### src/rtl/core/bitmap_grid_rect_fill_query_defines.svh
// Assertion helpers for the bitmap grid block.
// Each macro expects clk_i and rst_ni in scope.
`ifndef BITMAP_GRID_RECT_FILL_QUERY_DEFINES_SVH
`define BITMAP_GRID_RECT_FILL_QUERY_DEFINES_SVH

// Same-cycle implication, checked only outside reset.
`define BGRF_ASSERT_IMP(lbl, ante, cons, msg) \
  lbl: assert property (@(posedge clk_i) disable iff (!rst_ni) (ante) |-> (cons)) \
    else $error(msg);

// Next-cycle implication, checked only outside reset.
`define BGRF_ASSERT_NXT(lbl, ante, cons, msg) \
  lbl: assert property (@(posedge clk_i) disable iff (!rst_ni) (ante) |=> (cons)) \
    else $error(msg);

`endif

### src/rtl/core/bgrf_pkg.sv
`default_nettype none
package bgrf_pkg;

  // Request codes.
  localparam logic [1:0] FUNC_READ  = 2'd0;
  localparam logic [1:0] FUNC_WRITE = 2'd1;
  localparam logic [1:0] FUNC_FILL  = 2'd2;
  localparam logic [1:0] FUNC_TEST  = 2'd3;

  // Coordinate widths follow the request fields; offsets cover words up to 64 bits.
  localparam int X_W       = 9;
  localparam int Y_W       = 9;
  localparam int OFS_MAX_W = 6;

  // One rectangle walk, already checked and reduced to columns and words.
  typedef struct packed {
    logic [X_W-1:0]       x_lo;
    logic [X_W-1:0]       x_hi;
    logic [Y_W-1:0]       w_lo;
    logic [Y_W-1:0]       w_hi;
    logic [OFS_MAX_W-1:0] ofs_lo;
    logic [OFS_MAX_W-1:0] ofs_hi;
    logic                 fill;
    logic                 val;
  } bgrf_job_t;

  // Result of a finished walk.
  typedef struct packed {
    logic done;
    logic hit;
  } bgrf_res_t;

endpackage
`default_nettype wire

### src/rtl/core/bgrf_seq.sv
`default_nettype none
module bgrf_seq #(
  parameter int BITS_PER_WORD    = 32,
  parameter int WORDS_PER_COLUMN = 8,
  parameter int DEPTH            = 2048,
  parameter int ADDR_W           = 11
) (
  input  wire logic                     clk_i,
  input  wire logic                     rst_ni,
  input  wire logic                     go_i,
  input  wire bgrf_pkg::bgrf_job_t      job_i,
  output logic                          busy_o,
  output bgrf_pkg::bgrf_res_t           res_o,
  output logic                          we_o,
  output logic [ADDR_W-1:0]             waddr_o,
  output logic [BITS_PER_WORD-1:0]      wdata_o,
  output logic [ADDR_W-1:0]             raddr_o,
  input  wire logic [BITS_PER_WORD-1:0] rdata_i
);
  import bgrf_pkg::*;

  localparam logic [1:0] ST_IDLE  = 2'd0;
  localparam logic [1:0] ST_CLEAR = 2'd1;
  localparam logic [1:0] ST_WALK  = 2'd2;
  localparam logic [1:0] ST_DRAIN = 2'd3;

  logic [1:0]               state_q, state_d;
  logic [ADDR_W-1:0]        clr_q, clr_d;
  logic                     hit_q, hit_d;
  logic                     b_valid_q, b_valid_d;
  bgrf_res_t                res_q, res_d;
  bgrf_job_t                job_q, job_d;
  logic [X_W-1:0]           x_q, x_d;
  logic [Y_W-1:0]           w_q, w_d;
  logic [ADDR_W-1:0]        col_base_q, col_base_d;
  logic [ADDR_W-1:0]        b_addr_q;
  logic [BITS_PER_WORD-1:0] b_mask_q, mask;
  logic [ADDR_W-1:0]        rd_addr;
  logic [OFS_MAX_W-1:0]     lo, hi;
  logic                     b_hit;
  logic [X_W-1:0]           x_next;

  // Edge masks for the word being issued: partial only on the first and last word row.
  always_comb begin
    lo = (w_q == job_q.w_lo) ? job_q.ofs_lo : '0;
    hi = (w_q == job_q.w_hi) ? job_q.ofs_hi : OFS_MAX_W'(BITS_PER_WORD - 1);
    for (int i = 0; i < BITS_PER_WORD; i++) begin
      mask[i] = (OFS_MAX_W'(i) >= lo) && (OFS_MAX_W'(i) <= hi);
    end
  end

  assign rd_addr = col_base_q + ADDR_W'(w_q);
  assign x_next  = x_q + X_W'(1);

  // The second stage sees the word read in the previous cycle.
  assign b_hit = b_valid_q && !job_q.fill &&
                 (job_q.val ? |(rdata_i & b_mask_q) : |(~rdata_i & b_mask_q));

  // Sequencer: clearing pass after reset, then rectangle walks.
  always_comb begin
    state_d    = state_q;
    clr_d      = clr_q;
    hit_d      = hit_q;
    job_d      = job_q;
    x_d        = x_q;
    w_d        = w_q;
    col_base_d = col_base_q;
    b_valid_d  = 1'b0;
    res_d      = '0;
    if (b_hit) begin
      hit_d = 1'b1;
    end
    case (state_q)
      ST_CLEAR: begin
        clr_d = clr_q + ADDR_W'(1);
        if (clr_q == ADDR_W'(DEPTH - 1)) begin
          state_d = ST_IDLE;
        end
      end
      ST_IDLE: begin
        if (go_i) begin
          job_d      = job_i;
          x_d        = job_i.x_lo;
          w_d        = job_i.w_lo;
          col_base_d = ADDR_W'(32'(job_i.x_lo) * WORDS_PER_COLUMN);
          hit_d      = 1'b0;
          state_d    = ST_WALK;
        end
      end
      ST_WALK: begin
        b_valid_d = 1'b1;
        if (w_q == job_q.w_hi) begin
          w_d        = job_q.w_lo;
          x_d        = x_next;
          col_base_d = col_base_q + ADDR_W'(WORDS_PER_COLUMN);
          if (x_next == job_q.x_hi) begin
            state_d = ST_DRAIN;
          end
        end else begin
          w_d = w_q + Y_W'(1);
        end
      end
      ST_DRAIN: begin
        res_d.done = 1'b1;
        res_d.hit  = hit_q | b_hit;
        state_d    = ST_IDLE;
      end
      default: begin
        state_d = ST_IDLE;
      end
    endcase
  end

  // Control registers.
  always_ff @(posedge clk_i or negedge rst_ni) begin
    if (!rst_ni) begin
      state_q   <= ST_CLEAR;
      clr_q     <= '0;
      b_valid_q <= 1'b0;
      res_q     <= '0;
      hit_q     <= 1'b0;
    end else begin
      state_q   <= state_d;
      clr_q     <= clr_d;
      b_valid_q <= b_valid_d;
      res_q     <= res_d;
      hit_q     <= hit_d;
    end
  end

  // Walk payload registers.
  always_ff @(posedge clk_i) begin
    job_q      <= job_d;
    x_q        <= x_d;
    w_q        <= w_d;
    col_base_q <= col_base_d;
    b_addr_q   <= rd_addr;
    b_mask_q   <= mask;
  end

  // Memory port: clearing writes zero, fills write back the modified word.
  always_comb begin
    if (state_q == ST_CLEAR) begin
      we_o    = 1'b1;
      waddr_o = clr_q;
      wdata_o = '0;
    end else begin
      we_o    = b_valid_q && job_q.fill;
      waddr_o = b_addr_q;
      wdata_o = job_q.val ? (rdata_i | b_mask_q) : (rdata_i & ~b_mask_q);
    end
  end

  assign raddr_o = rd_addr;
  assign busy_o  = (state_q != ST_IDLE);
  assign res_o   = res_q;

endmodule
`default_nettype wire

### config.mk
export PLATFORM = sky130hd
export DESIGN_NAME = bgrf_seq
export DESIGN_NICKNAME = d
export VERILOG_FILES = /design/src/rtl/core/bitmap_grid_rect_fill_query_defines.svh /design/src/rtl/core/bgrf_pkg.sv /design/src/rtl/core/bgrf_seq.sv
export SDC_FILE = /design/constraint.sdc
export NUM_CORES = 1
export LEC_CHECK = 0
export BUFFER_PORTS_ARGS = -buffer_cell sky130_fd_sc_hd__buf_4
export CORE_ASPECT_RATIO = 0.6
export CORE_MARGIN = 5
export CORE_UTILIZATION = 35
export CTS_CLUSTER_SIZE = 8
export DETAILED_ROUTE_END_ITERATION = 10
export GPL_TIMING_DRIVEN = 0
export REMOVE_ABC_BUFFERS = 1
export SYNTH_ARGS = -nofsm -noshare
export SYNTH_HDL_FRONTEND = slang
export SYNTH_SLANG_ARGS = --single-unit
### constraint.sdc
create_clock -name clk_i -period 4.15 [get_ports clk_i]
set_input_delay 0.83 -clock clk_i [delete_from_list [all_inputs] [get_ports clk_i]]
set_output_delay 0.83 -clock clk_i [all_outputs]
set_load 0.01 [all_outputs]
Word-level counts from Yosys, hierarchy flattened
Index checks and enable logic that the tools add are counted. Widths: inputs -> output; s select.

Bits in registers: 130. Logic and storage cells: 176.

Add/subtract/negate cells: 5. Magnitude comparators: 64. Equal/unequal tests: 11. Muxes and demuxes: 26. Bitwise operators: 7. Reduce and logical (&&, ||, !) cells: 45.

Operators by type and width (number): $and 32x32->32 (3); $ge 5x6->1 const A (16); $le 5x6->1 const A (16); $mux 32 (2); $not 32->32 (2); $reduce_or 32->1 (2); $ge 4x6->1 const A (8); $le 4x6->1 const A (8); $mux 9 (4); $pmux 9 s2 (2); $logic_and 1x1->1 (35); $mux 11 (3); $or 32x32->32 (1); $eq 9x9->1 (3); $ge 3x6->1 const A (4); $le 3x6->1 const A (4); $pmux 11 s2 (1); $add 9x1->9 const B (2); $ge 1x6->1 const A (2); $ge 2x6->1 const A (2); $le 1x6->1 const A (2); $le 2x6->1 const A (2); $mux 6 (2); $add 11x1->11 const B (1); 16 further kinds (31).

Logic depth before layout (Yosys ltp)
Word-level depth: 8. Mapped depth: 9. Depth with buffers taken out: 9.

Least setup slack after synthesis
OpenSTA, ideal clock, no wires.

Kind: reg2reg. From: reg w_q[2]. To: reg col_base_q[10], enable pin. Library setup time: 0.415 ns. Arrival: 2.654 ns. Required time: 3.735 ns. Path slack: 1.081 ns. Stages on the path, launching flop included: 7. Buffers on the path: 2. Clock period less this slack: 3.069 ns. Path through: edfxtp_1 buf_6 xor2_1 nor4_4 nand3_4 clkbuf_1 o21ai_0.

Word-level cells in the longest chain between the ends: 3.

RTL lines: start, declared (line bgrf_seq.sv:34) `logic [Y_W-1:0] w_q, w_d;`; start signal, assigned (line bgrf_seq.sv:135) `w_q <= w_d;`; $eq 9x9->1 (line bgrf_seq.sv:92) `if (w_q == job_q.w_hi) begin`; $ne 2x2->1 (no line); $reduce_and 3->1 (no line); end signal, assigned (line bgrf_seq.sv:136) `col_base_q <= col_base_d;`; end, declared (line bgrf_seq.sv:35) `logic [ADDR_W-1:0] col_base_q, col_base_d;`.

Every way passes these cells. A chain may end at the register's enable or synchronous reset.

Final worst setup path
From: reg w_q[3]. To: out raddr_o[9].

Word-level cells in the longest chain between the ends: 1.

RTL lines: $add 11x9->11 (line bgrf_seq.sv:52) `assign rd_addr = col_base_q + ADDR_W'(w_q);`; end, declared (line bgrf_seq.sv:17) `output logic [ADDR_W-1:0] raddr_o,`.

Every way passes these cells.

==> results.txt <==
The flow ran to the end, and the final reports show no timing, DRC or antenna violations. The tree is rooted in a sky130_fd_sc_hd__clkbuf_16. The initial antenna violation count came out at 2. The largest net degree at the start of global routing is 35. The share of the clock period used by the worst path after layout is 83.3%. The final routed wire length divided by cell count came out at about 19 um.

The clock latency on the worst-skew pair came out at just over 0.4 ns. The largest clock skew in the final design is a little over 0.01 ns. The count of state elements after synthesis came out at 127.

The starting utilization of the core area is a little over a third. Of all nets on the critical path, the largest fanout is 6. The synthesized area is around 6800 um^2. The global-route usage over all layers came out at 18.1%. The floorplan core area is about 19000 um^2. In this run the count of I/O pins placed on the die edge is approximately 140.

Once the clock tree was built, the resizer swapped 0 gates to a different size. The global-route wire length before repair is 31.6 mm. The slowest stage of the critical path is the sky130_fd_sc_hd__edfxtp_1 cell.

The post-layout instance count excluding filler cells came out at ~1100. The floorplan has 39 rows. TritonCTS built the clock tree. The number of buffers added for setup after CTS is 0. The number of synthesized flops with an enable pin came out at 67.

The number of filler instances in the final layout came out at ~1900. The layout cell share with drive strength beyond 1 is between 20% and 30%. Routability-driven placement finished with a final weighted congestion of ~0.86. The endpoint type of the worst setup path is a primary output.

Input and output buffers added on the ports amount to around 140. In this run, the number of DRC markers left after iteration 0 of detailed routing was 570. Following the worst setup path forward leads to its endpoint at raddr_o[9].

The via count of the first global-routing pass came out at 5219. The leakage power summed over all cells came out at 3.72 nW. The transition time at the pin with the least slew margin came out at 1.20 ns. The die is 190 um wide. Setup repair after global routing left no endpoint under its margin.

In this run the register-to-register setup slack is approximately 1.2 ns. The final setup violation count came out at 0. The power density over the cells is between 400 and 500 nW/um^2. The worst setup path is launched from a register. The number of max-slew violations in the final report came out at 0.

In this run the worst setup path begins at w_q[3]$_DFFE_PP_. After the last flow step, the layout net total stands at between 800 and 900. The part of the Yosys area used for sequential elements is about half. The most used flip-flop cell after synthesis is sky130_fd_sc_hd__edfxtp_1. The critical setup path kind is register to primary output. In this run the critical register-to-register path is captured at state_q[0]$_DFFE_PN1P_.

The minimum clock period is around 3.5 ns. The highest ir drop seen on vdd came out at ~0.25 mV. The clock transition time at the flip-flop clock pins of the worst setup and hold paths came out at 0.06 ns. The number of buffers inserted for hold repair after clock tree synthesis came out at 0. The final number of hold-violating endpoints is 0. The number of buffers on the longest clock path is 2.

The number of buffers and inverters on the critical path is 2. 0 antenna diodes ended up in the layout. The total stage count of the critical path came out at 10. The async set-reset flop share out of synthesis is 13.4%. The total number of vias is roughly 5500. The mean area per synthesized cell is ~10 um^2. The relative slew slack is between 20% and 30%. The count of nets left with antenna violations once routing finished came out at 0. The via density per instance is roughly 5.2.

The worst path required time is approximately 3.3 ns. The number of max-cap violations came out at 0. The number of different library cells used by synthesis comes to 58.

The number of clock sinks is around 130. The overflow left after global routing is 0. The total of warnings raised by yosys is 0. The number of cells in the design after placement came out at roughly 1000.

The area of the die is around 22000 um^2. The worst hold path belongs to the class input port to asynchronous set/reset pin. The number of standard cells after synthesis came out at between 600 and 700. The cell family contributing the most delay on the critical path is adder cells. The share of the core filled with cells came out at 45.5%. The number of detailed-route iterations in the first pass came out at 5. The HPWL after detailed placement is around 16 mm. The number of clock buffers inserted by TritonCTS is 17. The layout overhead on the synthesized area came out at 27.5%.

The y dimension of the die came out at roughly 120 um. Walking the worst path, the cells encountered are ha_1 -> inv_1 -> fa_1 -> nor2b_1 -> o21ai_0 -> nand2b_1 -> a21o_1 -> a21oi_1 -> xnor2_1 -> buf_4. CTS built an H-tree with a depth of 4. The aggregate routed wire length came out at around 20 mm.

The number of remaining DRC errors came out at 0. The highest clock rate came out at 289 MHz. On the worst path, the slowest cell contributes a delay of roughly 0.52 ns. The startpoint identified for the worst register-to-register timing path is state_q[1]$_DFFE_PN0P_. The endpoint arrival time on the critical path is about 2.6 ns. The cell count of the worst reg-to-reg path is 6.
==> worst min path at each step <==
stage	start	to	slack (ns)
finish	rst_ni	clr_q[10]$_DFFE_PN0P_	0.28
global route	rst_ni	clr_q[0]$_DFFE_PN0P_	0.29
CTS	rst_ni	b_valid_q$_DFF_PN0_	0.27
detailed placement	clr_q[10]$_DFFE_PN0P_	clr_q[10]$_DFFE_PN0P_	0.49
global placement	clr_q[7]$_DFFE_PN0P_	clr_q[7]$_DFFE_PN0P_	0.49
floorplan	clr_q[7]$_DFFE_PN0P_	clr_q[7]$_DFFE_PN0P_	0.45
==> cell usage in the layout, fill, tap and decap left out, types with 3 or more instances in the layout <==
master	instances
sky130_fd_sc_hd__nor2b_1	23
sky130_fd_sc_hd__nand4_1	10
sky130_fd_sc_hd__clkbuf_1	3
sky130_fd_sc_hd__o21bai_1	3
sky130_fd_sc_hd__o21ai_0	36
sky130_fd_sc_hd__nor2_1	62
sky130_fd_sc_hd__nand3_1	19
sky130_fd_sc_hd__a21o_1	11
sky130_fd_sc_hd__dfrtp_1	16
sky130_fd_sc_hd__and3_1	9
sky130_fd_sc_hd__buf_4	143
sky130_fd_sc_hd__bufinv_16	4
sky130_fd_sc_hd__nand2_1	60
sky130_fd_sc_hd__clkinv_2	4
sky130_fd_sc_hd__a22oi_1	24
sky130_fd_sc_hd__a221oi_1	5
sky130_fd_sc_hd__xor2_1	25
sky130_fd_sc_hd__or3_1	3
sky130_fd_sc_hd__dfxtp_1	43
sky130_fd_sc_hd__xnor2_1	36
sky130_fd_sc_hd__o21a_1	4
sky130_fd_sc_hd__mux2_2	12
sky130_fd_sc_hd__inv_1	25
sky130_fd_sc_hd__a2111oi_0	6
sky130_fd_sc_hd__ha_1	10
sky130_fd_sc_hd__edfxtp_1	67
sky130_fd_sc_hd__nor3_1	6
sky130_fd_sc_hd__a21boi_0	3
sky130_fd_sc_hd__nand2b_1	8
sky130_fd_sc_hd__and2_1	3
sky130_fd_sc_hd__mux2i_1	36
sky130_fd_sc_hd__clkbuf_16	17
sky130_fd_sc_hd__a31oi_1	4
sky130_fd_sc_hd__a21oi_1	30
sky130_fd_sc_hd__or2_2	4
==> worst reg2reg max path, delay by kind of cell, from the launching register on <==
kind,cells,cell delay (ns)
flops,1,0.43
simple gates,3,1.04
buf+inv,1,0.87
compound gates,2,0.50
==> stage by stage <==
| step | TNS (ns) | setup slack, ns | instance area (um^2) | hold WS (ns) | total power [mW] |
|---|---|---|---|---|---|
| after floorplan | 0 | 0.505 | 6600 | 0.450 | 1.89 |
| after global placement | -42.07 | -1.30 | 7980 | 0.491 | 2.26 |
| after detailed placement | 0 | 1.15 | 8060 | 0.492 | 2.26 |
| after CTS | 0 | 0.697 | 8660 | 0.270 | 3.82 |
| after global routing | 0 | 0.489 | 8660 | 0.294 | 3.96 |
| final | 0 | 0.695 | 8660 | 0.280 | 3.78 |
==> kinds of logic (layout without fill, tap and decap cells) <==
family          Yosys count  in the layout  synth area share (%)
flops                   127            127                  48.5
buf+inv                  67            204                  4.29
fa+ha+maj                11             11                  2.14
mux                      48             48                  7.29
compound gates          143            143                  13.7
simple gates            221            221                  16.2
xor+xnor                 61             61                  7.86
==> layer usage <==
layer  wire (um)  share of wire (%)  track usage [%]  vias to the layer above
li1            -                  -                -                     2664
met1       11100                 55             30.8                     2582
met2        7200                 35             20.9                      227
met3        1890                9.3             5.04                       14
met4         142               0.70             4.70                        2
met5          13              0.064                0                        -
==> synth_stat cells (all sizes together) (5+ instances only) <==
master / instances / share of area [%]
a2111oi: 6 / 0.77
ha: 10 / 1.8
a21o: 11 / 1.2
nor2: 63 / 3.5
mux2: 12 / 2.0
a22oi: 24 / 2.7
dfxtp: 43 / 13
a221oi: 5 / 0.64
and3: 9 / 0.83
mux2i: 36 / 5.3
nor4: 5 / 0.90
nor3: 7 / 0.59
a21oi: 31 / 2.3
nor2b: 24 / 2.2
xor2: 25 / 3.2
nand2b: 8 / 0.74
nand2: 60 / 3.3
inv: 26 / 1.4
o21ai: 37 / 2.7
edfxtp: 67 / 30
buf: 14 / 1.4
clkbuf: 27 / 1.5
nand4: 10 / 0.92
xnor2: 36 / 4.6
nand3: 20 / 1.7
dfrtp: 16 / 5.9
==> power by group <==
| group | total [mW] | internal, mW | leakage (nW) | switching [mW] |
|---|---|---|---|---|
| Clock | 1.54 | 0.999 | 0.291 | 0.545 |
| Combinational | 0.699 | 0.363 | 2.24 | 0.336 |
| Sequential | 1.54 | 1.42 | 1.19 | 0.114 |
| Total | 3.78 | 2.79 | 3.72 | 0.996 |
==> registers in the layout, indices dropped and copies added, names as in the netlist <==
signal	flops
res_o	2
b_mask_q	32
b_addr_q	11
clr_q	11
col_base_q	8
x_q	9
w_q	9
state_q	2
b_valid_q	1
hit_q	1
job_q	41
==> cell type report <==
class / instances / area [um^2] / share of cell area [%]
flip-flops and latches: 127 / 3300 / 38.1
multi-input cells: 484 / 3220 / 37.2
repair buffers: 146 / 1130 / 13.1
clock buffers: 20 / 437 / 5.04
well taps: 246 / 308 / 3.55
clock inverters: 12 / 168 / 1.94
inverters: 26 / 97.6 / 1.13
(Power assumes the default switching activity.)
